`src/sv/vrlo_pkg.sv`:
```
// Shared types and constants for the voxel ray log-odds update block.
// Used by every module of the block but vrlo_div; depends on nothing.
`timescale 1ns / 1ps
`default_nettype none
package vrlo_pkg;

   localparam int COORD_W = 10;   // holds any voxel coordinate up to 2*512-1
   localparam int CFG_IDX_W = 3;
   localparam logic CMD_RAY = 1'b0;
   localparam logic CMD_READ = 1'b1;

   typedef enum logic [CFG_IDX_W-1:0] {
      CFG_CENTRE_X, CFG_CENTRE_Y, CFG_CENTRE_Z, CFG_SIZE_XY,
      CFG_SIZE_Z, CFG_FREE_DELTA, CFG_OCC_DELTA, CFG_MARGIN
   } cfg_index_type;

   typedef enum logic [1:0] {
      ST_DONE       = 2'd0,
      ST_ORIGIN_OUT = 2'd1,
      ST_POINT_OUT  = 2'd2
   } status_type;

   typedef enum logic [1:0] {JOB_RAY, JOB_READ, JOB_NONE} job_kind_type;

   typedef struct packed {
      job_kind_type       kind;
      status_type         status;
      logic [COORD_W-1:0] ox;
      logic [COORD_W-1:0] oy;
      logic [COORD_W-1:0] oz;
      logic [COORD_W-1:0] px;
      logic [COORD_W-1:0] py;
      logic [COORD_W-1:0] pz;
   } job_type;

   typedef struct packed {
      logic signed [15:0] centre_x;
      logic signed [15:0] centre_y;
      logic signed [15:0] centre_z;
      logic [9:0]         size_xy;
      logic [9:0]         size_z;
   } front_cfg_type;

   typedef struct packed {
      logic signed [15:0] free_delta;
      logic signed [15:0] occupied_delta;
      logic [7:0]         margin;
   } back_cfg_type;

   typedef struct packed {
      status_type         status;
      logic [7:0]         steps_marked;
      logic [15:0]        pass_count;
      logic [15:0]        reflect_count;
      logic signed [15:0] odds_q88;
   } result_type;

   typedef enum logic [1:0] {F_IDLE, F_DIV_START, F_DIV_WAIT, F_ENQ} front_state_type;

   typedef enum logic [3:0] {
      B_CLEAR, B_IDLE, B_SETUP, B_SUM, B_SQRT, B_PLAN, B_WALK_RD, B_WALK_WR,
      B_HIT_RD, B_HIT_WR, B_READ_RD, B_READ_CAP, B_DONE
   } back_state_type;

endpackage
`default_nettype wire

```
`src/sv/vrlo_queue.sv`:
```
// Two-entry job queue between the front end and the back end.
// Depends on vrlo_pkg.
`timescale 1ns / 1ps
`default_nettype none
module vrlo_queue import vrlo_pkg::*; (
   input  logic    clock,
   input  logic    reset,
   input  logic    wr_en,
   input  job_type wr_data,
   output logic    q_full,
   input  logic    rd_en,
   output job_type rd_data,
   output logic    q_empty
);
   job_type    entry_ff [2];
   logic       wr_ptr_ff, rd_ptr_ff;
   logic [1:0] count_ff;

   assign q_full  = (count_ff == 2'd2);
   assign q_empty = (count_ff == 2'd0);
   assign rd_data = entry_ff[rd_ptr_ff];

   always_ff @(posedge clock) begin
      if (reset) begin
         wr_ptr_ff <= 1'b0;
         rd_ptr_ff <= 1'b0;
         count_ff  <= '0;
      end else begin
         if (wr_en && !q_full) begin
            entry_ff[wr_ptr_ff] <= wr_data;
            wr_ptr_ff           <= !wr_ptr_ff;
         end
         if (rd_en && !q_empty) rd_ptr_ff <= !rd_ptr_ff;
         count_ff <= count_ff + 2'(wr_en && !q_full) - 2'(rd_en && !q_empty);
      end
   end
endmodule
`default_nettype wire

```
`config.mk`:
```
export PLATFORM = sky130hd
export DESIGN_NAME = vrlo_queue
export DESIGN_NICKNAME = d
export VERILOG_FILES = /design/src/sv/vrlo_pkg.sv /design/src/sv/vrlo_queue.sv
export SDC_FILE = /design/constraint.sdc
export NUM_CORES = 1
export LEC_CHECK = 0
export ABC_AREA = 1
export ABC_CLOCK_PERIOD_IN_PS = 5100
export BUFFER_PORTS_ARGS = -buffer_cell sky130_fd_sc_hd__buf_4
export CELL_PAD_IN_SITES_DETAIL_PLACEMENT = 2
export CELL_PAD_IN_SITES_GLOBAL_PLACEMENT = 2
export CORE_UTILIZATION = 38
export DETAILED_ROUTE_END_ITERATION = 16
export PLACE_DENSITY_LB_ADDON = 0.08
export SYNTH_ARGS = -nofsm -noshare
export SYNTH_HDL_FRONTEND = slang
export SYNTH_SLANG_ARGS = --single-unit
```
`constraint.sdc`:
```
create_clock -name clock -period 5.1 [get_ports clock]
set_clock_uncertainty 0.05 [all_clocks]
set_input_delay 1.02 -clock clock [delete_from_list [all_inputs] [get_ports clock]]
set_output_delay 1.02 -clock clock [all_outputs]
set_load 0.03 [all_outputs]
```
# Yosys cells after proc, flatten, opt, wreduce, memory -nomap -nowiden
# Memory sizes are Yosys's and may differ from the RTL's. A register that Yosys moved wholly into a read port is not among the register bits.
# Cells that the tools add are included.
word_totals:
  register_bits: 4
  mem_bits_rw: 128
  inputBits: 68
  out_inout_bits: 66
  n_memories: 1
mem_list:
  columns: ["memory", "depth", "word_bits", "read_ports", "rd_clocked_by_memory_dff", "wr", "line_no", "rtl"]
  rows:
  - ["entry_ff", 2, 64, 1, 1, 1, "vrlo_queue.sv:15", "job_type entry_ff [2];"]
op_classes:
  add_sub_neg: 2
  n_eq_ne: 1
  mux: 5
  reduce_logical: 7
op_table:
  columns: ["cell", "n"]
  rows:
  - ["2-to-1 mux 1 bit", 5]
  - ["zero test 1 bit", 4]
  - ["adder 2 x 1 -> 2 bit", 1]
  - ["== test 2 bit (second input constant)", 1]
  - ["logical AND 1 bit", 2]
  - ["zero test 2 bit", 1]
  - ["subtractor 2 x 1 -> 2 bit", 1]

# Depth between registers and ports, before layout
# Gate-level depths: netlist (run 1).
depth:
  word_depth: 6
  mapped_depth: 10
  ltp_nobuf: 10

# Worst setup path after synthesis (run 1)
# No wires, ideal clock.
synth_timing:
  kind: "input to register"
  from: "in reset"
  to: "mem entry_ff[1][0] in the netlist's numbering (enable)"
  setup_ns: 0.486
  t_arrival_ns: 3.834
  setup_slack_ns: 0.729
  stages: 3
  path_cell_list: "inv_1 > nand2_1 > nor2_1"
synth_between:
  elab_chain_len: 2
synth_rtl:
  columns: ["item", "line_no", "rtl"]
  rows:
  - ["start, declared", "vrlo_queue.sv:7", "input logic reset,"]
  - ["2-to-1 mux 1 bit", "vrlo_queue.sv:24", "if (reset) begin"]
  - ["2-to-1 mux 1 bit (not written as such)", "vrlo_queue.sv:30", "entry_ff[wr_ptr_ff] <= wr_data;"]
  - ["end, declared", "vrlo_queue.sv:15", null]
# Every way passes these cells.

==> key figures, run 1 <==
CTS
  • H-tree depth: 4
  • Clock tree from TritonCTS: built
  • Clk root buf: clkbuf_16
  • CTS Buffer Depth: 2
  • Post-CTS Setup Bufs: 0
  • Hold_buf cts: 0
  • Post-CTS resize count: 0
  • Num CTS Buffers: 17
  • Sinks on Clock Net: 133
  • Worst skew pair latency: 0.41 ns
  • Clock-pin slew on the worst setup and hold paths: 0.06 ns

Timing
  • Achievable frequency: 292.1 MHz
  • Slew @ Worst Pin: 0.8836 ns
  • Fin Setup TNS: 0 ns
  • Fin. max-slew vios: 0
  • Max-slew headroom: 41.09%
  • Count of final setup violators: 0
  • Unrepaired setup endpoints after global routing: no
  • Endpoints failing hold: 0
  • Final clock period utilization by the worst path: 67.13%
  • Min Clock Period, post-route: 3.424 ns

Setup path
  • Maximum fanout along the worst path: 35
  • CP required: 4.03 ns
  • Setup CP Type: reg -> out
  • Critical path endpoint category: output pin
  • CP Launch Type: flip-flop
  • CP arrival: 2.35 ns

Floorplan
  • Core area: 13240 um^2
  • Initial Util: 39.09%
  • Chip width: 118.7 um
  • Die ar.: 14090 um^2
  • DIE HEIGHT: 118.7 um
  • Io pins: 134
  • Rows: 42

Run
  • Max-cap violations: 0

Synth
  • Seq/Total Area, Yosys: 76.19%
  • Post-synthesis net count: 309
  • Syn. warnings: 0
  • Mean Syn Cell Area: 21.66 um^2
  • Leading area contributor after synthesis: edfxtp_1
  • Mapped cell area: 5176 um^2
  • Synth Register Bits: 133
  • Area contributors post-synth: edfxtp_1, mux2_4, buf_12
  • Post-synth cell types: 13
  • Yosys top cell area share: 74.26%
  • Post-Syn Instances: 239

Layout
  • # diodes: 0
  • FF/Latch Area: 3948 um^2
  • Share of cells above drive strength 1: 57.89%
  • Multi-input logic area: 1071 um^2
  • Final core occ: 52.08%
  • Final instance area: 6897 um^2
  • Layout Nets: 458
  • Fill count: 1176
  • Area delta synth->final: 33.24%

Drt
  • Detailed Route Iter0 Violations: 153
  • Post-DR vias/cell: 4.574
  • Total Wirelength: 10810 um
  • DR vias: 2630
  • WL per Instance: 18.80 um
  • Router iterations before antenna repair: 4
  • DRC viols: 0
  • Number of nets still failing antenna checks after routing: 0

Pwr
  • P_leak: 0.002711 uW
  • Total power: 3573 uW
  • Pwr dens: 518.0 nW/um^2
  • VDD IR-drop max: 256.6 uV

Place
  • Buffers added on ports: 133
  • Cell Area, Placed: 6305 um^2
  • DP Wirelength: 7383 um
  • Final Wtd Congestion: 0.6731

Outcome
  • Outcome: finished clean

GRT
  • GR Util All Layers: 16.20%
  • Vias in the first global route: 2921
  • Antenna violations before repair: 0
  • Pin count of the biggest net entering global routing: 40
  • First-pass GRT wire length: 16280 um
  • Grt ovf: 0

Hold path
  • Hold/Removal Path Class: reg -> reg
[cells by family (layout without fill, tap and decap cells)]
family | Yosys count | in the layout | share of synthesized area, %
flops | 133 | 133 | 76.19
buf+inv | 17 | 177 | 3.263
simple gates | 20 | 20 | 1.499
mux | 64 | 64 | 18.27
fa+ha+maj | 2 | 2 | 0.4834
compound gates | 3 | 3 | 0.2900
[power breakdown]
| part | leakage, uW | total [uW] | switching (uW) | internal (uW) |
|---|---|---|---|---|
| combinational | 0.00121 | 951 | 521 | 430 |
| sequential | 0.00121 | 1390 | 76.2 | 1320 |
| clock | 0.000286 | 1230 | 424 | 803 |
| total | 0.00271 | 3570 | 1020 | 2550 |
[layer usage]
layer / part of all wire [%] / vias up / GRT usage (%)
met5: 0 / - / 0
met4: 1.2 / 0 / 6.408
met3: 5.7 / 12 / 6.178
met2: 54 / 84 / 29.20
met1: 39 / 1325 / 16.83
li1: - / 1209 / -
[placed cells by master, fill, tap and decap left out]
master / instances
clkinvlp_4: 2
inv_1: 9
buf_4: 137
nand2_1: 7
clkbuf_1: 1
ha_1: 2
nor2_4: 1
clkinv_2: 4
nand3_1: 2
bufinv_16: 4
dfxtp_1: 4
clkinv_1: 2
inv_2: 1
o21ai_0: 2
clkbuf_16: 17
a21oi_1: 1
mux2_4: 60
edfxtp_1: 128
dfxtp_4: 1
nor2_1: 10
mux2_2: 4
[Yosys cell counts]
master    number
buf_6          1
o21ai_0        2
inv_1         10
a21oi_1        1
mux2_2         4
ha_1           2
edfxtp_1     128
mux2_4        60
nor2_1        11
nand2_1        7
buf_12         6
dfxtp_1        5
nand3_1        2
[through the flow]
stage	cells	hold WS [ns]	setup slack [ns]
after floorplan	239	0.4175	0.7295
after global placement	545	0.4402	2.067
after detailed placement	545	0.4498	2.044
after CTS	575	0.4609	1.615
after global routing	575	0.4939	1.546
final	575	0.4624	1.676
[path summary, 6_finish.rpt]
path                          startpoint                         to  slack [ns]  depth (start not counted)
hold reg to reg   rd_ptr_ff$_SDFFE_PP0P_                  flip-flop        0.46                          2
hold / removal    rd_ptr_ff$_SDFFE_PP0P_                  flip-flop        0.46                          2
setup reg to reg  count_ff[1]$_SDFF_PP0_  entry_ff[0][47]$_DFFE_PP_        2.75                          6
setup / recovery               flip-flop                rd_data[17]        1.68                          3
[cell type report]
class / count / share of cell area (%)
sequential: 133 / 57.24
multi-input combinational: 89 / 15.53
timing repair buffer: 137 / 14.91
clock buffer: 18 / 6.223
tap: 176 / 3.193
clock inverter: 12 / 2.358
inverter: 10 / 0.5443
[sequential cells by signal, indices dropped and copies added (netlist names), named ones only]
signal	cells
entry_ff	128
count_ff	2
rd_ptr_ff	1
wr_ptr_ff	1
[critical path, stage by stage, from the launching register on]
cell	delay (ns)
dfxtp_4	0.78
buf_4	0.59
mux2_4	0.36
buf_4	0.17
Note: power is estimated with default switching activity, not from simulation.
==> inputs of run 2 (changes only) <==
--- a/config.mk
+++ b/config.mk
@@ -6,7 +6,7 @@
 export NUM_CORES = 1
 export LEC_CHECK = 0
 export ABC_AREA = 1
-export ABC_CLOCK_PERIOD_IN_PS = 5100
+export ABC_CLOCK_PERIOD_IN_PS = 3500
 export BUFFER_PORTS_ARGS = -buffer_cell sky130_fd_sc_hd__buf_4
 export CELL_PAD_IN_SITES_DETAIL_PLACEMENT = 2
 export CELL_PAD_IN_SITES_GLOBAL_PLACEMENT = 2
==> constraint.sdc (replaced) <==
create_clock -name clock -period 3.5 [get_ports clock]
set_clock_uncertainty 0.05 [all_clocks]
set_input_delay 0.7 -clock clock [delete_from_list [all_inputs] [get_ports clock]]
set_output_delay 0.7 -clock clock [all_outputs]
set_load 0.03 [all_outputs]
==> run 2 against run 1 <==
  * Highest routed layer unchanged
  * First-iteration DRC count decreased by 36%
  * Hold slack got worse by 0.040 ns
  * Non-clock buffer count increased by 2
  * Utilization decreased by 0.26 points
  * Final cell count increased by 0.35%
  * Register-to-register slack got worse by 1.2 ns
  * Sequential power increased by 47%
  * Count of clock-buffer cells in the layout increased by 3
  * Critical endpoint is now rd_data[9]
  * Critical path type unchanged
  * Largest power group unchanged
  * Sequential cell count unchanged
  * Power increased by 39%
==> key figures, run 2 (synthesis results as in run 1) <==
Outcome
  • Outcome: finished clean (unchanged)

GRT
  • First-pass GRT wire length: 16480 um (was 16280 um)
  • Vias in the first global route: 2920 (was 2921)
  • Grt ovf: 0 (unchanged)
  • GR Util All Layers: 16.36% (was 16.20%)
  • Antenna violations before repair: 0 (unchanged)
  • Pin count of the biggest net entering global routing: 38 (was 40)

Place
  • Dpl cells: 547 (was 545)
  • Final Wtd Congestion: 0.6878 (was 0.6731)
  • Dpl ws: 1.054 ns (was 2.044 ns)
  • Cell Area, Placed: 6357 um^2 (was 6305 um^2)
  • DP Wirelength: 7260 um (was 7383 um)
  • Buffers added on ports: 133 (unchanged)

Run
  • Max-cap violations: 0 (unchanged)

Layout
  • Final instance area: 6862 um^2 (was 6897 um^2)
  • Layout Nets: 460 (was 458)
  • Area delta synth->final: 32.56% (was 33.24%)
  • Share of cells above drive strength 1: 56.61% (was 57.89%)
  • Most frequent cells in the layout: buf_4, edfxtp_1, mux2_4 (unchanged)
  • Max reg flops: 128 (unchanged)
  • Commonest non-fill, non-tap cell in the layout: buf_4 (unchanged)
  • Biggest register: entry_ff (unchanged)
  • Fin cells: 577 (was 575)
  • Biggest registers after layout: entry_ff: 128 flops, count_ff: 2 flops (unchanged)
  • # diodes: 0 (unchanged)

Timing
  • Fin. max-slew vios: 0 (unchanged)
  • Min Clock Period, post-route: 2.822 ns
  • Endpoints failing hold: 0 (unchanged)
  • Max-slew headroom: 52.02% (was 41.09%)
  • Final clock period utilization by the worst path: 80.62%
  • Count of final setup violators: 0 (unchanged)
  • Final WS setup: 0.6783 ns (was 1.676 ns)
  • Fin Setup TNS: 0 ns (unchanged)
  • Slew @ Worst Pin: 0.7198 ns (was 0.8836 ns)
  • Unrepaired setup endpoints after global routing: no (unchanged)
  • Achievable frequency: 354.4 MHz

Setup path
  • CP max-delay cell: dfxtp_4 (unchanged)
  • Reg2Reg Launch Point: count_ff[1]$_SDFF_PP0_ (unchanged)
  • Crit path largest cell delay: 0.82 ns (was 0.78 ns)
  • CP Cell Sequence: buf_4 > mux2_4 > buf_4 (unchanged)
  • Maximum fanout along the worst path: 37 (was 35)
  • CP required: 2.75 ns (was 4.03 ns)
  • Reg-to-reg endpoint: entry_ff[1][25]$_DFFE_PP_ (was entry_ff[0][47]$_DFFE_PP_)
  • Setup CP Type: reg -> out (unchanged)
  • CP Launch Type: flip-flop (unchanged)
  • Reg2reg setup slack: 1.51 ns (was 2.75 ns)
  • R2R depth: 4 (was 6)
  • CP arrival: 2.07 ns (was 2.35 ns)
  • Critical path endpoint category: output pin (unchanged)
  • CP most frequent cell: buf_4 (unchanged)

Pwr
  • Total power: 4982 uW (was 3573 uW)
  • Pwr dens: 726.1 nW/um^2 (was 518.0 nW/um^2)
  • VDD IR-drop max: 390.6 uV (was 256.6 uV)
  • P_leak: 0.002693 uW (was 0.002711 uW)

Hold path
  • Worst Hold Launch: reset (was rd_ptr_ff$_SDFFE_PP0P_)
  • Hold/Removal Path Class: in -> reg (was reg -> reg)
  • WHS Endpoint: count_ff[0]$_SDFF_PP0_
  • Cell depth of the worst hold path: 2 (unchanged)

CTS
  • Sinks on Clock Net: 133 (unchanged)
  • Clock tree from TritonCTS: built (unchanged)
  • Worst skew pair latency: 0.40 ns (was 0.41 ns)
  • Num CTS Buffers: 17 (unchanged)
  • H-tree depth: 4 (unchanged)
  • CTS Buffer Depth: 2 (unchanged)
  • Clk root buf: clkbuf_16 (unchanged)
  • Post-CTS Setup Bufs: 0 (unchanged)
  • Post-CTS resize count: 0 (unchanged)
  • Clock-pin slew on the worst setup and hold paths: 0.05 ns (was 0.06 ns)
  • Hold_buf cts: 0 (unchanged)

Floorplan
  • Rows: 42 (unchanged)
  • Initial Util: 39.09% (unchanged)
  • Core area: 13240 um^2 (unchanged)
  • Die ar.: 14090 um^2 (unchanged)
  • DIE HEIGHT: 118.7 um (unchanged)
  • Io pins: 134 (unchanged)
  • Chip width: 118.7 um (unchanged)

Drt
  • WL per Instance: 18.57 um (was 18.80 um)
  • DR vias: 2645 (was 2630)
  • Total Wirelength: 10710 um (was 10810 um)
  • Top Layer Used: met4 (unchanged)
  • Wire length on met2: 5719 um (was 5876 um)
  • Router iterations before antenna repair: 5 (was 4)
  • DRC viols: 0 (unchanged)
  • Number of nets still failing antenna checks after routing: 0 (unchanged)
  • Metal-1 WL: 4252 um (was 4187 um)
  • Detailed Route Iter0 Violations: 98 (was 153)
  • Met3 WL: 567 um (was 618 um)
  • Post-DR vias/cell: 4.584 (was 4.574)
## run 2: changes by cell type in the layout (fill, tap and decap cells not counted)
| cell | previous run | this run |
|---|---|---|
| buf_12 | 0 | 3 |
| bufinv_16 | 4 | 1 |
| clkbuf_1 | 1 | 4 |
| clkinv_1 | 2 | 5 |
| clkinvlp_4 | 2 | 0 |
| buf_4 | 137 | 136 |
| clkinv_2 | 4 | 3 |
## run 2: metal layers
| metal | vias up | global-route usage [%] |
|---|---|---|
| met5 | - | 0 |
| met4 | 0 | 8.070 |
| met2 | 84 | 28.11 |
| met1 | 1330 | 18.18 |
| met3 | 13 | 5.309 |
| li1 | 1218 | - |
## run 2: worst max-delay path: cells and delay by family, from the launching register on
family | cells | cell delay [ns]
buffers and inverters | 2 | 0.51
DFF | 1 | 0.82
muxes | 1 | 0.32
## run 2: cell type report
cell class	count	area [um^2]
clock buffers	21	440.4
clock inverters	9	63.81
fillers	1182	6381
inverters	10	37.54
multi-input cells	89	1071
flip-flops and latches	133	3948
well taps	176	220.2
repair buffers	139	1081
## run 2: power by group
part	leakage (uW)	total, uW	switching (uW)	internal, uW
clock	0.000248	1540	592	949
combinational	0.00123	1400	757	648
sequential	0.00121	2040	116	1920
total	0.00269	4980	1470	3520
## run 2: how the worst max path moves through the flow
stage	startpoint	to	slack, ns
after detailed placement	flip-flop	rd_data[11]	1.05
after global routing	flip-flop	rd_data[9]	0.57
final	flip-flop	rd_data[9]	0.68
after floorplan	reset	entry_ff[1][0]$_DFFE_PP_	0.50
after global placement	flip-flop	rd_data[55]	1.07
after CTS	flip-flop	rd_data[11]	0.60
## run 2: stage by stage
stage                     util (%)  hold WS (ns)
after floorplan                  -        0.4175
after global placement       48.01        0.4392
after detailed placement     48.01        0.4725
after CTS                    51.81        0.3949
after global routing         51.81        0.4035
final                        51.81        0.4224
==> inputs of run 3 (changes only) <==
--- a/config.mk
+++ b/config.mk
@@ -6,11 +6,11 @@
 export NUM_CORES = 1
 export LEC_CHECK = 0
 export ABC_AREA = 1
-export ABC_CLOCK_PERIOD_IN_PS = 3500
+export ABC_CLOCK_PERIOD_IN_PS = 2300
 export BUFFER_PORTS_ARGS = -buffer_cell sky130_fd_sc_hd__buf_4
 export CELL_PAD_IN_SITES_DETAIL_PLACEMENT = 2
 export CELL_PAD_IN_SITES_GLOBAL_PLACEMENT = 2
-export CORE_UTILIZATION = 38
+export CORE_UTILIZATION = 35
 export DETAILED_ROUTE_END_ITERATION = 16
 export PLACE_DENSITY_LB_ADDON = 0.08
 export SYNTH_ARGS = -nofsm -noshare
==> constraint.sdc (replaced) <==
create_clock -name clock -period 2.3 [get_ports clock]
set_clock_uncertainty 0.05 [all_clocks]
set_input_delay 0.46 -clock clock [delete_from_list [all_inputs] [get_ports clock]]
set_output_delay 0.46 -clock clock [all_outputs]
set_load 0.03 [all_outputs]
==> run 3 against run 2 <==
  * Wire length shrank 2.1%
  * Power grew 53%
  * Die area grew 8.4%
  * Design area grew 0.78%
  * Register-to-register slack lost 1.1 ns
  * Utilization shrank 4.1 points
  * Clock power grew 53%
  * Via count shrank 0.72%
  * Sequential cell count is the same
  * Critical path type unchanged
  * Critical endpoint is now rd_data[0]
==> key figures, run 3 (synthesis results as in run 1) <==
Outcome
  • Outcome: finished clean (unchanged)

Layout
  • Fin cells: 591 (was 577)
  • Fill count: 1352 (was 1182)
  • # diodes: 0 (unchanged)
  • Final core occ: 47.76% (was 51.81%)
  • Final instance area: 6915 um^2 (was 6862 um^2)
  • Share of cells above drive strength 1: 57.00% (was 56.61%)
  • Commonest non-fill, non-tap cell in the layout: buf_4 (unchanged)
  • Area delta synth->final: 33.60% (was 32.56%)
  • Max reg flops: 128 (unchanged)
  • Biggest registers after layout: entry_ff: 128 flops, count_ff: 2 flops (unchanged)
  • Most frequent cells in the layout: buf_4, edfxtp_1, mux2_4 (unchanged)
  • Biggest register: entry_ff (unchanged)
  • Layout Nets: 464 (was 460)

CTS
  • H-tree depth: 4 (unchanged)
  • Clock tree from TritonCTS: built (unchanged)
  • Num CTS Buffers: 17 (unchanged)
  • Clk root buf: clkbuf_16 (unchanged)
  • Worst skew pair latency: 0.41 ns (was 0.40 ns)
  • Clock-pin slew on the worst setup and hold paths: 0.05 ns (about the same)
  • CTS Buffer Depth: 2 (unchanged)
  • Sinks on Clock Net: 133 (unchanged)
  • Hold_buf cts: 0 (unchanged)

Drt
  • WL per Instance: 17.74 um (was 18.57 um)
  • Number of nets still failing antenna checks after routing: 0 (unchanged)
  • Detailed Route Iter0 Violations: 77 (was 98)
  • DRC viols: 0 (unchanged)
  • Total Wirelength: 10480 um (was 10710 um)
  • Router iterations before antenna repair: 4 (was 5)
  • DR vias: 2626 (was 2645)
  • Post-DR vias/cell: 4.443 (was 4.584)

Setup path
  • Maximum fanout along the worst path: 28 (was 37)
  • Reg2Reg Launch Point: count_ff[1]$_SDFF_PP0_ (unchanged)
  • CP required: 1.79 ns (was 2.75 ns)
  • Critical path endpoint category: output pin (unchanged)
  • CP arrival: 1.58 ns (was 2.07 ns)
  • Setup CP Type: reg -> out (unchanged)
  • CP Launch Type: flip-flop (unchanged)

Place
  • Buffers added on ports: 133 (unchanged)
  • Dpl cells: 556 (was 547)
  • Cell Area, Placed: 6381 um^2 (was 6357 um^2)
  • DP Wirelength: 7139 um (was 7260 um)
  • Final Wtd Congestion: 0.6855 (was 0.6878)

Pwr
  • Total power: 7636 uW (was 4982 uW)
  • VDD IR-drop max: 464.1 uV (was 390.6 uV)
  • P_leak: 0.002709 uW (was 0.002693 uW)
  • Pwr dens: 1104 nW/um^2 (was 726.1 nW/um^2)

Floorplan
  • Die ar.: 15280 um^2 (was 14090 um^2)
  • Chip width: 123.6 um (was 118.7 um)
  • Rows: 44 (was 42)
  • DIE HEIGHT: 123.6 um (was 118.7 um)
  • Core area: 14480 um^2 (was 13240 um^2)
  • Initial Util: 35.75% (was 39.09%)
  • Io pins: 134 (unchanged)

GRT
  • Pin count of the biggest net entering global routing: 53 (was 38)
  • Grt ovf: 0 (unchanged)
  • Antenna violations before repair: 0 (unchanged)
  • Vias in the first global route: 2877 (was 2920)
  • First-pass GRT wire length: 15350 um (was 16480 um)
  • GR Util All Layers: 14.37% (was 16.36%)

Timing
  • Achievable frequency: 478.2 MHz
  • Max-slew headroom: 68.66% (was 52.02%)
  • Min Clock Period, post-route: 2.091 ns
  • Fin. max-slew vios: 0 (unchanged)
  • Count of final setup violators: 0 (unchanged)
  • Unrepaired setup endpoints after global routing: no (unchanged)
  • Endpoints failing hold: 0 (unchanged)
  • Slew @ Worst Pin: 0.4652 ns (was 0.7198 ns)
  • Final clock period utilization by the worst path: 90.92%
  • Fin Setup TNS: 0 ns (unchanged)

Run
  • Max-cap violations: 0 (unchanged)

Hold path
  • Hold/Removal Path Class: in -> reg (unchanged)
  • Worst Hold Launch: reset (unchanged)
==> run 3: per-layer routing <==
metal,vias to the layer above,GRT usage (%),wire length [um]
met5,-,0,0
met4,0,7.003,184
met3,11,4.167,504
met2,74,25.56,5844
met1,1314,15.56,3950
li1,1227,-,-
==> run 3: timing repair <==
| item | 4_1_cts | 5_1_grt |
|---|---|---|
| setup buffers | 0 | 3 |
| setup endpoints to repair | 0 | 4 |
| endpoints found under the hold margin | 0 | 0 |
| gates resized for setup | 0 | 0 |
==> run 3: final timing paths <==
check | to | slack (ns) | cells past startpoint
hold reg to reg | wr_ptr_ff$_SDFFE_PP0P_ | 0.53 | 2
setup / recovery | rd_data[0] | 0.21 | 3
setup reg to reg | count_ff[1]$_SDFF_PP0_ | 0.44 | 10
hold / removal | count_ff[0]$_SDFF_PP0_ | 0.18 | 2
==> run 3: cell type report <==
cell class	instances	area [um^2]	share of cell area [%]
timing repair buffer	143	1111	16.07
clock inverter	7	56.30	0.8142
sequential	133	3948	57.08
clock buffer	25	455.4	6.586
inverter	10	41.29	0.5971
multi-input combinational	89	1074	15.52
tap	184	230.2	3.329
==> run 3: through the flow <==
step | setup WS (ns) | hold slack (ns)
2_1_floorplan | 0.05255 | 0.4175
3_3_place_gp | 0.4664 | 0.4350
3_5_place_dp | 0.4515 | 0.4812
4_1_cts | 0.01416 | 0.1609
5_1_grt | 0.1404 | 0.1649
6_report | 0.2089 | 0.1803
==> run 3: power by group <==
part | switching (uW) | internal (uW)
clock | 898 | 1470
combinational | 1250 | 1020
sequential | 83.5 | 2920
total | 2230 | 5400
==> run 3: worst max-delay path, stage by stage (launching register included) <==
cell and delay, ns:
dfxtp_4 0.39, buf_12 0.22, mux2_2 0.36, buf_4 0.17
