`config.mk`:
```
export PLATFORM = sky130hd
export DESIGN_NAME = vrlo_front
export DESIGN_NICKNAME = d
export VERILOG_FILES = /design/src/sv/vrlo_pkg.sv /design/src/sv/vrlo_div.sv /design/src/sv/vrlo_front.sv
export SDC_FILE = /design/constraint.sdc
export NUM_CORES = 1
export LEC_CHECK = 0
export BUFFER_PORTS_ARGS = -buffer_cell sky130_fd_sc_hd__buf_2
export CORE_UTILIZATION = 35
export CTS_BUF_LIST = sky130_fd_sc_hd__clkbuf_8
export CTS_CLUSTER_DIAMETER = 80
export CTS_CLUSTER_SIZE = 24
export DETAILED_ROUTE_END_ITERATION = 12
export RECOVER_POWER = 50
export SETUP_SLACK_MARGIN = 0.05
export SLEW_MARGIN = 40
export SYNTH_ARGS = -nofsm -noshare
export SYNTH_HDL_FRONTEND = slang
export SYNTH_SLANG_ARGS = --single-unit
```
`constraint.sdc`:
```
create_clock -name clock -period 41.7 [get_ports clock]
set_input_delay 8.34 -clock clock [delete_from_list [all_inputs] [get_ports clock]]
set_output_delay 8.34 -clock clock [all_outputs]
set_load 0.02 [all_outputs]
```
`src/sv/vrlo_pkg.sv`:
```
// Shared types and constants for the voxel ray log-odds update block.
// Used by every module of the block but vrlo_div; depends on nothing.
`timescale 1ns / 1ps
`default_nettype none
package vrlo_pkg;

   localparam int COORD_W = 10;   // holds any voxel coordinate up to 2*512-1
   localparam int CFG_IDX_W = 3;
   localparam logic CMD_RAY = 1'b0;
   localparam logic CMD_READ = 1'b1;

   typedef enum logic [CFG_IDX_W-1:0] {
      CFG_CENTRE_X, CFG_CENTRE_Y, CFG_CENTRE_Z, CFG_SIZE_XY,
      CFG_SIZE_Z, CFG_FREE_DELTA, CFG_OCC_DELTA, CFG_MARGIN
   } cfg_index_type;

   typedef enum logic [1:0] {
      ST_DONE       = 2'd0,
      ST_ORIGIN_OUT = 2'd1,
      ST_POINT_OUT  = 2'd2
   } status_type;

   typedef enum logic [1:0] {JOB_RAY, JOB_READ, JOB_NONE} job_kind_type;

   typedef struct packed {
      job_kind_type       kind;
      status_type         status;
      logic [COORD_W-1:0] ox;
      logic [COORD_W-1:0] oy;
      logic [COORD_W-1:0] oz;
      logic [COORD_W-1:0] px;
      logic [COORD_W-1:0] py;
      logic [COORD_W-1:0] pz;
   } job_type;

   typedef struct packed {
      logic signed [15:0] centre_x;
      logic signed [15:0] centre_y;
      logic signed [15:0] centre_z;
      logic [9:0]         size_xy;
      logic [9:0]         size_z;
   } front_cfg_type;

   typedef struct packed {
      logic signed [15:0] free_delta;
      logic signed [15:0] occupied_delta;
      logic [7:0]         margin;
   } back_cfg_type;

   typedef struct packed {
      status_type         status;
      logic [7:0]         steps_marked;
      logic [15:0]        pass_count;
      logic [15:0]        reflect_count;
      logic signed [15:0] odds_q88;
   } result_type;

   typedef enum logic [1:0] {F_IDLE, F_DIV_START, F_DIV_WAIT, F_ENQ} front_state_type;

   typedef enum logic [3:0] {
      B_CLEAR, B_IDLE, B_SETUP, B_SUM, B_SQRT, B_PLAN, B_WALK_RD, B_WALK_WR,
      B_HIT_RD, B_HIT_WR, B_READ_RD, B_READ_CAP, B_DONE
   } back_state_type;

endpackage
`default_nettype wire

```
`src/sv/vrlo_div.sv`:
```
// Iterative signed-by-unsigned divider, one quotient bit per cycle, truncating.
// Depends on nothing.
`timescale 1ns / 1ps
`default_nettype none
module vrlo_div #(
   parameter int NUM_W = 21,
   parameter int DEN_W = 10
) (
   input  logic                    clock,
   input  logic                    reset,
   input  logic                    start,
   input  logic signed [NUM_W-1:0] num,
   input  logic [DEN_W-1:0]        den,
   output logic                    done,
   output logic signed [NUM_W-1:0] quo
);
   localparam int CNT_W = $clog2(NUM_W + 1);

   logic [NUM_W-1:0] mag_ff;
   logic [DEN_W-1:0] rem_ff;
   logic [DEN_W-1:0] den_ff;
   logic [CNT_W-1:0] cnt_ff;
   logic             neg_ff;
   logic             run_ff;
   logic             done_ff;
   logic [DEN_W:0]   rem_sh;
   logic             ge;
   logic [DEN_W:0]   rem_nx;

   always_comb begin
      rem_sh = {rem_ff, mag_ff[NUM_W-1]};
      ge     = rem_sh >= {1'b0, den_ff};
      rem_nx = ge ? rem_sh - {1'b0, den_ff} : rem_sh;
   end

   always_ff @(posedge clock) begin
      if (reset) begin
         run_ff  <= 1'b0;
         done_ff <= 1'b0;
         cnt_ff  <= '0;
      end else begin
         done_ff <= !start && run_ff && (cnt_ff == CNT_W'(NUM_W - 1));
         if (start) begin
            run_ff <= 1'b1;
            cnt_ff <= '0;
            neg_ff <= num[NUM_W-1];
            mag_ff <= num[NUM_W-1] ? NUM_W'(-num) : NUM_W'(num);
            rem_ff <= '0;
            den_ff <= den;
         end else if (run_ff) begin
            mag_ff <= {mag_ff[NUM_W-2:0], ge};
            rem_ff <= rem_nx[DEN_W-1:0];
            cnt_ff <= cnt_ff + 1'b1;
            if (cnt_ff == CNT_W'(NUM_W - 1)) run_ff <= 1'b0;
         end
      end
   end

   assign done = done_ff;
   assign quo  = neg_ff ? -$signed(mag_ff) : $signed(mag_ff);
endmodule
`default_nettype wire

```
`src/sv/vrlo_front.sv`:
```
// Front end: accepts commands, converts millimetres to voxel indices, classifies.
// Depends on vrlo_pkg and vrlo_div.
`timescale 1ns / 1ps
`default_nettype none
module vrlo_front import vrlo_pkg::*; #(
   parameter int HALF_XY = 64,
   parameter int HALF_Z  = 16
) (
   input  logic               clock,
   input  logic               reset,
   input  logic               push,
   output logic               full,
   input  logic               req_cmd,
   input  logic signed [15:0] req_origin_x,
   input  logic signed [15:0] req_origin_y,
   input  logic signed [15:0] req_origin_z,
   input  logic signed [15:0] req_point_x,
   input  logic signed [15:0] req_point_y,
   input  logic signed [15:0] req_point_z,
   input  logic [6:0]         req_read_x,
   input  logic [6:0]         req_read_y,
   input  logic [4:0]         req_read_z,
   input  front_cfg_type      cfg,
   input  logic               clear_busy,
   output job_type            job,
   output logic               job_push,
   input  logic               job_full
);
   localparam int DIM_XY   = 2 * HALF_XY;
   localparam int DIM_Z    = 2 * HALF_Z;
   localparam int HALF_MAX = (HALF_XY > HALF_Z) ? HALF_XY : HALF_Z;
   localparam int NUM_W    = $clog2(HALF_MAX * 1023 + 65536) + 1;

   front_state_type         state_ff, state_in;
   logic                    cmd_ff;
   logic [6:0]              rx_ff, ry_ff;
   logic [4:0]              rz_ff;
   logic signed [15:0]      pos_ff [6];
   logic signed [NUM_W-1:0] idx_ff [6];
   logic [2:0]              k_ff;
   logic                    accept;
   logic                    div_start;
   logic                    div_done;
   logic signed [NUM_W-1:0] div_quo;
   logic                    axis_z;
   logic signed [15:0]      centre_sel;
   logic [9:0]              size_sel;
   logic [9:0]              size_eff;
   logic [NUM_W-1:0]        half_sel;
   logic signed [16:0]      diff;
   logic signed [NUM_W-1:0] num;
   logic                    o_in, p_in, r_in;

   assign accept = push && !full;

   // operands of the current conversion
   always_comb begin
      axis_z     = (k_ff == 3'd2) || (k_ff == 3'd5);
      centre_sel = (k_ff == 3'd0 || k_ff == 3'd3) ? cfg.centre_x :
                   (k_ff == 3'd1 || k_ff == 3'd4) ? cfg.centre_y : cfg.centre_z;
      size_sel   = axis_z ? cfg.size_z : cfg.size_xy;
      size_eff   = (size_sel == 10'd0) ? 10'd1 : size_sel;
      half_sel   = axis_z ? NUM_W'(HALF_Z) : NUM_W'(HALF_XY);
      diff       = 17'(pos_ff[k_ff]) - 17'(centre_sel);
      num        = $signed(half_sel * NUM_W'(size_eff)) + NUM_W'(diff);
   end

   vrlo_div #(.NUM_W(NUM_W), .DEN_W(10)) u_div (
      .clock (clock),
      .reset (reset),
      .start (div_start),
      .num   (num),
      .den   (size_eff),
      .done  (div_done),
      .quo   (div_quo)
   );

   always_comb begin
      state_in = state_ff;
      case (state_ff)
         F_IDLE: begin
            if (accept) state_in = (req_cmd == CMD_READ) ? F_ENQ : F_DIV_START;
         end
         F_DIV_START: state_in = F_DIV_WAIT;
         F_DIV_WAIT: begin
            if (div_done) state_in = (k_ff == 3'd5) ? F_ENQ : F_DIV_START;
         end
         F_ENQ: begin
            if (!job_full) state_in = F_IDLE;
         end
         default: state_in = F_IDLE;
      endcase
   end

   always_comb begin
      full      = (state_ff != F_IDLE) || clear_busy;
      div_start = (state_ff == F_DIV_START);
      job_push  = (state_ff == F_ENQ);
   end

   always_ff @(posedge clock) begin
      if (reset) begin
         state_ff <= F_IDLE;
         k_ff     <= '0;
      end else begin
         state_ff <= state_in;
         if (state_ff == F_IDLE && accept) begin
            cmd_ff    <= req_cmd;
            rx_ff     <= req_read_x;
            ry_ff     <= req_read_y;
            rz_ff     <= req_read_z;
            pos_ff[0] <= req_origin_x;
            pos_ff[1] <= req_origin_y;
            pos_ff[2] <= req_origin_z;
            pos_ff[3] <= req_point_x;
            pos_ff[4] <= req_point_y;
            pos_ff[5] <= req_point_z;
            k_ff      <= '0;
         end
         if (state_ff == F_DIV_WAIT && div_done) begin
            idx_ff[k_ff] <= div_quo;
            k_ff         <= k_ff + 1'b1;
         end
      end
   end

   // classify: origin tested before hit point
   always_comb begin
      o_in = (idx_ff[0] >= 0) && (idx_ff[0] < NUM_W'(DIM_XY)) &&
             (idx_ff[1] >= 0) && (idx_ff[1] < NUM_W'(DIM_XY)) &&
             (idx_ff[2] >= 0) && (idx_ff[2] < NUM_W'(DIM_Z));
      p_in = (idx_ff[3] >= 0) && (idx_ff[3] < NUM_W'(DIM_XY)) &&
             (idx_ff[4] >= 0) && (idx_ff[4] < NUM_W'(DIM_XY)) &&
             (idx_ff[5] >= 0) && (idx_ff[5] < NUM_W'(DIM_Z));
      r_in = (int'(rx_ff) < DIM_XY) && (int'(ry_ff) < DIM_XY) && (int'(rz_ff) < DIM_Z);
      if (cmd_ff == CMD_READ) begin
         job.kind   = r_in ? JOB_READ : JOB_NONE;
         job.status = ST_DONE;
         job.ox     = COORD_W'(rx_ff);
         job.oy     = COORD_W'(ry_ff);
         job.oz     = COORD_W'(rz_ff);
         job.px     = '0;
         job.py     = '0;
         job.pz     = '0;
      end else begin
         job.kind   = (o_in && p_in) ? JOB_RAY : JOB_NONE;
         job.status = !o_in ? ST_ORIGIN_OUT : (!p_in ? ST_POINT_OUT : ST_DONE);
         job.ox     = COORD_W'(idx_ff[0]);
         job.oy     = COORD_W'(idx_ff[1]);
         job.oz     = COORD_W'(idx_ff[2]);
         job.px     = COORD_W'(idx_ff[3]);
         job.py     = COORD_W'(idx_ff[4]);
         job.pz     = COORD_W'(idx_ff[5]);
      end
   end
endmodule
`default_nettype wire

```
; ---- After elaboration in Yosys (flattened, before gate mapping)
; Memories as Yosys holds them, arrays and structs flattened. A register that Yosys moved wholly into a read port is not among the register bits.
; Index checks and enable logic that the tools add are counted.
[classes]
addsub = 7
multipliers = 1
n_lt_le_gt_ge = 13
n_eq_ne = 12
mux = 34
n_bitwise = 1
n_reduce_logical = 33
[op_table]
columns = operator, n
row1 = $ge A18 B1 Y1 const B, 6
row2 = $lt A18 B9 Y1 const B, 4
row3 = $mux W18, 4
row4 = $mux W64, 1
row5 = $mux W10, 4
row6 = $lt A18 B7 Y1 const B, 2
row7 = $neg A18 Y18, 2
row8 = $mux W16, 2
row9 = $add A18 B17 Y18, 1
row10 = $mul A7 B10 Y17, 1
row11 = $sub A16 B16 Y17, 1
row12 = $logic_and A1 B1 Y1, 16
row13 = $mux W2, 8
row14 = $mux W3, 4
row15 = $ge A11 B10 Y1, 1
row16 = $logic_not A10 Y1, 1
row17 = $sub A10 B10 Y10, 1
row18 = $mux W1, 9
row19 = $pmux W2 S4, 1
row20 = $mux W7, 1
row21 = $eq A3 B2 Y1 const B, 2
row22 = $eq A3 B3 Y1 const B, 2
row23 = $reduce_and A2 Y1, 3
row24 = $reduce_bool A2 Y1, 3
row25 = 15 further kinds, 21
[totals]
reg_bits = 71
ramBits = 204
output_inout_bits = 66
word_cells = 116
memories = 2
[mem_list]
columns = name, words, width, read_ports, rd_clocked_by_memory_dff, write_ports, line_no
row1 = idx_ff, 6, 18, 6, 0, 1, vrlo_front.sv:39  ; logic signed [NUM_W-1:0] idx_ff [6];
row2 = pos_ff, 6, 16, 1, 1, 6, vrlo_front.sv:38  ; logic signed [15:0] pos_ff [6];

; ---- Depth between registers and ports, before layout
; Gate-level depths: netlist of the first run.
[depth]
depth_word = 10
mapped_depth = 29
mapped_depth_nobuf = 27

; ---- By module
; A second synthesis of the first run with hierarchy kept.
[hier_totals]
cells_unflattened = 1049
hier_area_um2 = 13797.0
[by_module_without_submodules]
columns = mod, n_inst, cells_per_inst, area_each_um2, seq_area_each_um2
row1 = vrlo_front, 1, 744, 10772.8, 6886.6
row2 = vrlo_div, 1, 305, 3024.2, 1311.3

; ---- Worst setup path after synthesis of the first run
; OpenSTA, ideal clock, no wires.
[synth_timing]
path_kind = input-to-reg
from = in clear_busy
to = reg cmd_ff (enable)
setup_ns = 0.875
arrival_time_ns = 19.353
slack_ns = 21.472
stages = 3
n_path_buf = 0
path_cell_list = inv_1 -> nand2_1 -> nor4_1
[synth_between]
elab_chain_len = 5
[synth_rtl]
columns = item, line_no
row1 = from (decl), vrlo_front.sv:24  ; input logic clear_busy,
row2 = $logic_or A1 B1 Y1, vrlo_front.sv:96  ; full = (state_ff != F_IDLE) || clear_busy;
row3 = $logic_not A1 Y1, vrlo_front.sv:54  ; assign accept = push && !full;
row4 = $logic_and A1 B1 Y1, vrlo_front.sv:54
row5 = $logic_and A1 B1 Y1, vrlo_front.sv:107  ; if (state_ff == F_IDLE && accept) begin
row6 = $reduce_and A2 Y1 (no source line), -
row7 = to (signal assigned), vrlo_front.sv:108  ; cmd_ff <= req_cmd;
row8 = to (decl), vrlo_front.sv:35  ; logic cmd_ff;
; Every way passes these cells.
; A chain may end at the register's enable or synchronous reset.

; ---- Final worst setup path of the first run
[layout_timing]
from = in clear_busy
to = out full
[layout_between]
elab_chain_len = 1
[layout_rtl]
columns = item, line_no
row1 = $logic_or A1 B1 Y1, vrlo_front.sv:96
row2 = to (decl), vrlo_front.sv:12  ; output logic full,
; Every way passes these cells.

==> results by group, run 1 <==
Run status
  • Run status: finished with violations
  • Violated checks: capacitance limit, slew limit

Power and ir drop
  • Total power: 0.588 mW
  • PwrDens: 36.5 nW/µm²
  • Max IR drop VDD: 0.0221 mV
  • P_leak: 6.26 nW

Clock network
  • CTS buffer count: 18
  • H-tree lvl count: 1
  • CTS Buffer Depth: 3
  • Hold-fix buffer count after cts: 0
  • Skew-Pair Late Insertion Delay: 0.58 ns
  • Clock Pin Slew Worst Setup and Hold Paths: 0.13 ns
  • TritonCTS clock tree: built
  • Clock root buffer: clkbuf_8
  • Post-CTS setup buffers: 0
  • Post-CTS resize count: 0
  • # clock sinks: 278

Floorplan
  • Chip height: 201 µm
  • Die area: 40,200 µm²
  • Core area: 38,700 µm²
  • Ports: 255
  • Starting Density: 0.356
  • Std-Cell Rows: 72
  • Die width: 201 µm

Critical path
  • Reg2Reg Setup Slack: 35.79 ns
  • CP Capture Type: output port
  • CP arrival: 8.90 ns
  • Startpoint Class: primary input
  • Worst R2R Start: k_ff[1]$_SDFFE_PP0N_
  • Kind of critical path: primary input to output port
  • Worst setup path startpoint: clear_busy
  • Top cell by count, worst path: buf_2
  • Worst path max stage delay: 0.29 ns
  • Worst-path fanout max: 2
  • Required time of the critical path: 33.36 ns
  • Worst path slowest cell: or3_1
  • Worst-path cell chain: buf_2, or3_1, buf_2

Placement
  • Placed inst area: 15,800 µm²
  • Port bufs: 254
  • Global placement routability congestion: 0.806
  • Detailed Place HPWL: 23,200 µm
  • Worst slack, placed: 24.47 ns

Final layout
  • Core Util, Final: 0.416
  • P&R area growth vs syn: 16.8%
  • Final Cell Area: 16,100 µm²
  • Fin nets: 1,584
  • Fill count: 3,689
  • Multi-input gate area: 5300 µm²
  • Share of cells above drive strength 1: 0.266
  • Reg area: 8200 µm²

STA
  • Worst slew pin tran: 1.80 ns
  • Final Setup Violations: 0
  • Period utilization: 0.413
  • Final WS setup: 24.46 ns
  • Final-report hold violation count: 0
  • Fmax: 58.0 MHz
  • Setup Skew: 0.0474 ns
  • Final slew viol count: 60
  • Setup TNS: 0 ns
  • RSZ-0062 raised after global routing: no
  • Rel. slew slack: -0.197
  • Final period demand of the worst path: 17.24 ns

Global route
  • Overall Global Routing Usage: 0.149
  • Gr ovfl total: 0
  • First-pass GRT wire length: 47,400 µm
  • Vias in the first global route: 8,816
  • Initial antenna violation count: 2
  • Largest net degree at the start of global routing: 88

Flow run
  • Max-cap violations: 2

Logic synthesis
  • Sequential-to-total area share from yosys stat: 0.594
  • Synth Instances: 1,054
  • Synth area leader: edfxtp_1
  • Prevailing post-synth register cell: edfxtp_1
  • Post-synth ARST share: 0
  • Mapped Avg Cell Area: 13.1 µm²
  • Yosys top cell area share: 0.572
  • Synth area leaders: edfxtp_1 (57%), ha_1 (6.1%), mux2i_1 (3.0%)
  • Post-synth top cells: edfxtp_1 (263), nand2_1 (97), nor2_1 (70)
  • YS warnings: 0
  • Cell Area, Synth: 13,800 µm²
  • Dominant cell by count in the synthesized netlist: edfxtp_1
  • Distinct cell type count after synthesis: 70
  • Synth Register Bits: 278
  • Number of enable flip-flop cells after synthesis: 263

Detailed routing
  • Average wire per standard cell: 16.5 µm
  • WL final: 30,300 µm
  • Vias: 8,801
  • Remaining antenna violation count after routing: 0
  • First-pass DRT Iterations: 4
  • Drt drc: 0
  • Initial drt markers: 394
  • Vias per cell: 4.78

Hold path
  • Critical hold path startpoint: u_div.cnt_ff[1]$_SDFFE_PP0P_
  • Hold Path Class: flip-flop to flip-flop
[critical path, delay by kind of cell]
family | cells | cell delay, ns
simple gates | 1 | 0.29
buf+inv | 2 | 0.26
[layer usage]
metal  vias to the layer above  global-route usage  share of wire  wire (µm)
met3                        38              0.0331          0.056       1690
li1                       4377                   -              -          -
met1                      4120               0.195           0.45      13800
met5                         -                   0        0.00026          8
met2                       264               0.244           0.46      13900
met4                         2              0.0534          0.032        972
[registers in the layout, indices dropped and copies added, names as in the netlist, 2 cells and up, named ones only]
register      flops
rz_ff             5
k_ff              3
rx_ff             7
u_div.cnt_ff      5
state_ff          2
pos_ff           96
idx_ff          108
u_div.den_ff     10
u_div.rem_ff     10
u_div.mag_ff     18
ry_ff             7
[through the flow]
step / cells / hold slack (ns)
2_1_floorplan: 1060 / 0.476
3_3_place_gp: 1810 / 0.506
3_5_place_dp: 1810 / 0.522
4_1_cts: 1839 / 0.548
5_1_grt: 1840 / 0.582
6_report: 1840 / 0.548
[kinds of logic (layout without fill, tap and decap cells)]
logic type,Yosys count,count (layout),synth area share
AOI/OAI and AO/OA,153,153,0.0716
xor gates and xnor gates,59,59,0.0380
adders and majority gates,83,83,0.0840
buffers and inverters,92,353,0.0267
DFF,278,278,0.594
muxes,80,80,0.0745
other,1,8,0.000272
and+or+nand+nor,308,308,0.111
[final cells by class]
| class | count | area share |
|---|---|---|
| sequential | 278 | 0.509 |
| multi-input combinational | 690 | 0.329 |
| timing repair buffer | 271 | 0.0858 |
| tap | 518 | 0.0402 |
| clock buffer | 19 | 0.0162 |
| inverter | 53 | 0.0123 |
| clock inverter | 10 | 0.00784 |
| antenna | 1 | 0.000155 |
[path summary, 6_finish.rpt]
| check | to | depth (start not counted) |
|---|---|---|
| setup / recovery | full | 3 |
| hold / removal | u_div.cnt_ff[1]$_SDFFE_PP0P_ | 2 |
| setup reg to reg | u_div.mag_ff[5]$_DFFE_PP_ | 21 |
| hold reg to reg | u_div.cnt_ff[1]$_SDFFE_PP0P_ | 2 |
[power breakdown]
group	switching, mW	internal (mW)	total (mW)	leakage [nW]
Clock	0.0925	0.0535	0.146	0.201
Sequential	0.00261	0.312	0.315	2.51
Combinational	0.0740	0.0529	0.127	3.55
Total	0.169	0.419	0.588	6.26
[cell usage in the layout, fill, tap and decap left out, types with 7 or more instances in the layout]
cell type	n
a21o_1	10
a21oi_1	44
buf_2	247
buf_4	13
clkbuf_1	10
clkbuf_8	19
conb_1	7
dfxtp_1	13
edfxtp_1	263
fa_1	16
ha_1	67
inv_1	54
mux2_2	22
mux2i_1	41
mux4_2	16
nand2_1	97
nand3_1	8
nand4_1	10
nor2_1	68
nor2b_1	44
nor3_1	15
nor4_1	22
o21ai_0	34
o21ai_1	10
xnor2_1	35
xor2_1	23
Note: power is estimated with default switching activity, not from simulation.
==> run 2: changes to the inputs <==
--- a/config.mk
+++ b/config.mk
@@ -5,6 +5,7 @@
 export SDC_FILE = /design/constraint.sdc
 export NUM_CORES = 1
 export LEC_CHECK = 0
+export ABC_AREA = 1
 export BUFFER_PORTS_ARGS = -buffer_cell sky130_fd_sc_hd__buf_2
 export CORE_UTILIZATION = 35
 export CTS_BUF_LIST = sky130_fd_sc_hd__clkbuf_8
==> constraint.sdc (replaced) <==
create_clock -name clock -period 17 [get_ports clock]
set_input_delay 3.4 -clock clock [delete_from_list [all_inputs] [get_ports clock]]
set_output_delay 3.4 -clock clock [all_outputs]
set_load 0.02 [all_outputs]
==> results by group, run 2 <==
Final layout
  • Reg with most FFs: idx_ff
  • Most frequent cells in the layout: nand2_1 (286), edfxtp_1 (263), buf_2 (242), inv_1 (186), nor2_1 (126)
  • Fin nets: 1,912
  • Number of flip-flops under the largest register name: 108
  • Share of cells above drive strength 1: 0.202
  • Most common cell after layout, fill and taps aside: nand2_1
  • P&R area growth vs syn: 16.6%
  • Multi-input gate area: 5170 µm²
  • Largest registers: idx_ff x108, pos_ff x96, u_div.mag_ff x18
  • Fill count: 3,920
  • Reg area: 8200 µm²

Clock network
  • Hold-fix buffer count after cts: 0
  • CTS buffer count: 19
  • Post-CTS resize count: 0
  • Post-CTS setup buffers: 0
  • CTS Buffer Depth: 3
  • Clock root buffer: clkbuf_8
  • H-tree lvl count: 1
  • # clock sinks: 278
  • TritonCTS clock tree: built
  • Skew-Pair Late Insertion Delay: 0.60 ns
  • Clock Pin Slew Worst Setup and Hold Paths: 0.11 ns

Logic synthesis
  • Yosys top cell area share: 0.556
  • Synth Register Bits: 278
  • Cell Area, Synth: 14,200 µm²
  • Sequential-to-total area share from yosys stat: 0.577
  • Mapped Avg Cell Area: 10.2 µm²
  • Distinct cell type count after synthesis: 48
  • Post-synth top cells: nand2_1 (286), edfxtp_1 (263), inv_1 (185)
  • Number of enable flip-flop cells after synthesis: 263
  • Prevailing post-synth register cell: edfxtp_1
  • Synth Instances: 1,386
  • Synth area leaders: edfxtp_1 (56%), nand2_1 (7.6%), ha_1 (5.9%)
  • Dominant cell by count in the synthesized netlist: nand2_1
  • Post-synth ARST share: 0
  • Synth area leader: edfxtp_1
  • YS warnings: 0

Floorplan
  • Ports: 255
  • Core area: 39,900 µm²
  • Die area: 41,400 µm²
  • Die width: 203 µm
  • Std-Cell Rows: 73
  • Starting Density: 0.356
  • Chip height: 203 µm

STA
  • Setup TNS: 0 ns
  • Rel. slew slack: -1.19
  • Final Setup Violations: 0
  • Final period demand of the worst path: 7.19 ns
  • Worst slew pin tran: 3.24 ns
  • Fmax: 139 MHz
  • Period utilization: 0.423
  • Final slew viol count: 53
  • RSZ-0062 raised after global routing: no
  • Setup Skew: 0.0447 ns
  • Final-report hold violation count: 0
  • Final WS setup: 9.81 ns

Global route
  • Overall Global Routing Usage: 0.164
  • Gr ovfl total: 0
  • Initial antenna violation count: 2
  • Vias in the first global route: 10,090
  • Largest net degree at the start of global routing: 68
  • First-pass GRT wire length: 53,200 µm

Hold path
  • Hold EP: u_div.cnt_ff[4]$_SDFFE_PP0P_
  • Hold Path Class: flip-flop to flip-flop
  • Hold Crit Depth: 2
  • Critical hold path startpoint: u_div.cnt_ff[4]$_SDFFE_PP0P_

Detailed routing
  • Initial drt markers: 479
  • First-pass DRT Iterations: 5
  • Remaining antenna violation count after routing: 0
  • Drt drc: 0
  • WL final: 33,800 µm
  • Vias per cell: 4.75
  • Vias: 10,337
  • Average wire per standard cell: 15.5 µm

Placement
  • Worst slack, placed: 9.29 ns
  • Detailed Place HPWL: 25,800 µm
  • Port bufs: 254
  • Global placement routability congestion: 0.858

Power and ir drop
  • PwrDens: 100 nW/µm²
  • Total power: 1.66 mW
  • Max IR drop VDD: 0.0710 mV
  • P_leak: 7.04 nW

Run status
  • Run status: finished with violations
  • Violated checks: capacitance limit, slew limit

Critical path
  • Top cell by count, worst path: buf_2
  • Startpoint Class: primary input
  • CP arrival: 3.79 ns
  • Worst path slowest cell: buf_2
  • CP Capture Type: output port
  • Kind of critical path: primary input to output port
  • Required time of the critical path: 13.60 ns
  • R2r worst-path depth: 25
  • Worst path max stage delay: 0.18 ns
  • Worst setup path startpoint: clear_busy
  • Reg2Reg Capture Point: u_div.mag_ff[10]$_DFFE_PP_
  • Worst-path cell chain: buf_2, inv_1, nand2_1, buf_2
  • Reg2Reg Setup Slack: 11.06 ns
  • Worst-path fanout max: 2
  • Worst R2R Start: k_ff[0]$_SDFFE_PP0N_

Flow run
  • Max-cap violations: 2
## run 2: cell types whose count changed after synthesis, moves of 9 or more
cell     change
nand3_1     +49
nand2_1    +189
a21o_1       -9
o22ai_1     +16
a21oi_1     +11
mux4_2      -16
a32o_1      +13
o21ai_0     +36
mux2i_1     -41
xnor2_1     -20
nor2b_1     -44
nor2_1      +56
inv_1      +133
## run 2: cell families (layout without fill, tap and decap cells)
family / after synthesis / after routing / synth area share
other cells: 1 / 8 / 0.000264
xor+xnor: 39 / 39 / 0.0240
compound gates: 187 / 187 / 0.0756
flops: 278 / 278 / 0.577
buf+inv: 232 / 492 / 0.0631
mux: 20 / 20 / 0.0158
fa+ha+maj: 83 / 83 / 0.0816
simple gates: 546 / 546 / 0.163
## run 2: per-stage QoR
| stage | hold slack, ns | cells | area (µm²) | utilization |
|---|---|---|---|---|
| 4_1_cts | 0.506 | 2177 | 16600 | 0.416 |
| 5_1_grt | 0.536 | 2177 | 16600 | 0.415 |
| 2_1_floorplan | 0.468 | 1392 | 14200 | - |
| 3_3_place_gp | 0.479 | 2144 | 16100 | 0.404 |
| 6_report | 0.503 | 2178 | 16600 | 0.415 |
| 3_5_place_dp | 0.486 | 2144 | 16200 | 0.405 |
## run 2: worst max-delay path by stage
| stage | endpoint | slack [ns] |
|---|---|---|
| after global placement | u_div.mag_ff[10]$_DFFE_PP_ | 9.34 |
| after floorplan | cmd_ff$_DFFE_PP_ | 4.77 |
| final | full | 9.81 |
| after CTS | full | 9.79 |
| after detailed placement | u_div.mag_ff[10]$_DFFE_PP_ | 9.29 |
| after global routing | u_div.mag_ff[10]$_DFFE_PP_ | 9.63 |
## run 2: final cells by class
cell class                      instances  area share
Antenna cell                            1    0.000151
Clock buffer                           19      0.0158
Clock inverter                         14      0.0116
Inverter                              189      0.0428
Multi-Input combinational cell        882       0.312
Sequential cell                       278       0.495
Tap cell                              525      0.0397
Timing Repair Buffer                  270      0.0827
## run 2: routing by layer
layer / global-route usage / wire, µm
met1: 0.219 / 15600
met2: 0.282 / 15700
met3: 0.0284 / 2050
met4: 0.0255 / 410
met5: 0 / 13
## run 2: where the power goes
part / internal, mW / leakage (nW) / total (mW) / switching (mW)
Sequential: 0.813 / 2.51 / 0.831 / 0.0179
Clock: 0.152 / 0.238 / 0.393 / 0.240
Combinational: 0.149 / 4.30 / 0.436 / 0.287
## run 2: critical path, delay by kind of cell
family | cells | cell delay [ns]
and+or+nand+nor | 1 | 0.06
buffers and inverters | 3 | 0.33
==> run 3: changes to the inputs <==
==> constraint.sdc (replaced) <==
create_clock -name clock -period 7.1 [get_ports clock]
set_input_delay 1.42 -clock clock [delete_from_list [all_inputs] [get_ports clock]]
set_output_delay 1.42 -clock clock [all_outputs]
set_load 0.02 [all_outputs]
==> results by group, run 3 (synthesis gave the netlist of run 2 again) <==
Final layout
  • Fill count: 3,879
  • Reg area: 8200 µm²
  • Number of flip-flops under the largest register name: 108
  • Multi-input gate area: 5170 µm²
  • Share of cells above drive strength 1: 0.195
  • Final Cell Area: 16,500 µm²
  • Antenna cell count: 0
  • Most common cell after layout, fill and taps aside: nand2_1
  • P&R area growth vs syn: 16.1%
  • Reg with most FFs: idx_ff
  • Largest registers: idx_ff x108, pos_ff x96, u_div.mag_ff x18
  • Post-Layout Cell Count: 2,174
  • Most frequent cells in the layout: nand2_1 (286), edfxtp_1 (263), buf_2 (240), inv_1 (185), nor2_1 (126)
  • Fin nets: 1,912

Clock network
  • TritonCTS clock tree: built
  • CTS buffer count: 19
  • Post-CTS resize count: 0
  • # clock sinks: 278
  • Post-CTS setup buffers: 0
  • Skew-Pair Late Insertion Delay: 0.59 ns
  • Clock root buffer: clkbuf_8
  • H-tree lvl count: 1
  • Hold-fix buffer count after cts: 0
  • Clock Pin Slew Worst Setup and Hold Paths: 0.13 ns
  • CTS Buffer Depth: 3

STA
  • Setup TNS: 0 ns
  • RSZ-0062 raised after global routing: no
  • Worst slew pin tran: 1.35 ns
  • Final Setup Violations: 0
  • Final-report hold violation count: 0
  • Fmax: 175 MHz
  • Final slew viol count: 0
  • Setup Skew: 0.0352 ns
  • Final period demand of the worst path: 5.73 ns
  • Final WS setup: 1.37 ns
  • Period utilization: 0.806
  • Rel. slew slack: 0.0953

Power and ir drop
  • Max IR drop VDD: 0.171 mV
  • Sw frac: 0.334
  • Reg power frac: 0.511
  • PwrDens: 236 nW/µm²
  • Total power: 3.89 mW
  • Clock network fraction of total power: 0.220
  • Combinational power share: 0.269
  • P_leak: 6.98 nW
  • Psw: 1.30 mW
  • Int Power: 2.59 mW

Flow run
  • Max-cap violations: 0

Placement
  • Detailed Place HPWL: 25,500 µm
  • Worst slack, placed: 1.26 ns
  • Global placement routability congestion: 0.830
  • Inst Count DP: 2,144
  • Port bufs: 254
  • Placed inst area: 16,200 µm²

Detailed routing
  • WL final: 33,500 µm
  • Remaining antenna violation count after routing: 0
  • Vias: 10,244
  • Drt drc: 0
  • Vias per cell: 4.71
  • Average wire per standard cell: 15.4 µm
  • First-pass DRT Iterations: 5
  • Initial drt markers: 531

Global route
  • Gr ovfl total: 0
  • Largest net degree at the start of global routing: 98
  • Initial antenna violation count: 0
  • First-pass GRT wire length: 53,100 µm
  • Overall Global Routing Usage: 0.163
  • Vias in the first global route: 9,937

Floorplan
  • Die width: 203 µm
  • Core area: 39,900 µm²
  • Die area: 41,400 µm²
  • Ports: 255
  • Starting Density: 0.356
  • Std-Cell Rows: 73
  • Chip height: 203 µm

Critical path
  • R2r worst-path depth: 26
  • CP Capture Type: flip-flop
  • Startpoint Class: flip-flop
  • Required time of the critical path: 7.46 ns
  • Kind of critical path: flip-flop to flip-flop
  • CP arrival: 6.08 ns
  • Worst-path fanout max: 22

Run status
  • Run status: complete, no violations

Hold path
  • Hold Path Class: flip-flop to flip-flop
  • Hold Crit Depth: 2
-- run 3: cell type report --
class	instances	share of cell area
clock inverter	11	0.00812
tap	525	0.0398
inverter	189	0.0430
clock buffer	19	0.0159
timing repair buffer	270	0.0825
multi-input combinational	882	0.313
sequential	278	0.497
-- run 3: worst max-delay path, stage by stage (launching register included) --
cell	delay, ns
dfxtp_1	0.47
inv_1	0.16
ha_1	0.22
nand2_1	0.06
nand2_1	0.34
inv_1	0.38
nor2_1	0.08
ha_1	0.30
ha_1	0.29
ha_1	0.29
ha_1	0.29
ha_1	0.32
inv_1	0.10
xor2_1	0.08
fa_1	0.37
ha_1	0.35
a21oi_1	0.20
inv_1	0.06
nand3_1	0.06
nand2_1	0.06
a21oi_1	0.17
nand3b_1	0.15
nand2_4	0.23
o21ai_2	0.14
or2_1	0.22
nand3_1	0.07
nand2_1	0.06
-- run 3: power groups by stage --
stage,registers (mW),logic [mW],clock network [mW]
floorplan,2.02,0.758,0
detailed placement,2.03,1.06,0
global route,2.00,1.21,0.937
global placement,2.02,1.04,0
finish,1.99,1.05,0.854
CTS,1.99,1.06,0.890
-- run 3: final timing paths --
check	startpoint	to	slack [ns]
worst max-delay path	k_ff[0]$_SDFFE_PP0N_	u_div.mag_ff[10]$_DFFE_PP_	1.37
worst min-delay path	u_div.cnt_ff[4]$_SDFFE_PP0P_	u_div.cnt_ff[4]$_SDFFE_PP0P_	0.50
worst max register to register	k_ff[0]$_SDFFE_PP0N_	u_div.mag_ff[10]$_DFFE_PP_	1.37
worst min register to register	u_div.cnt_ff[4]$_SDFFE_PP0P_	u_div.cnt_ff[4]$_SDFFE_PP0P_	0.50
-- run 3: per-layer routing --
layer,global-route usage,vias up,routed length [µm]
met5,0,-,0
li1,-,5204,-
met3,0.0276,36,1950
met4,0.0341,0,549
met1,0.221,4691,15600
met2,0.273,313,15400
-- run 3: stage by stage --
step	utilization	hold slack, ns
after global placement	0.405	0.477
after global routing	0.413	0.546
after CTS	0.415	0.514
final	0.413	0.504
after floorplan	-	0.468
after detailed placement	0.405	0.493
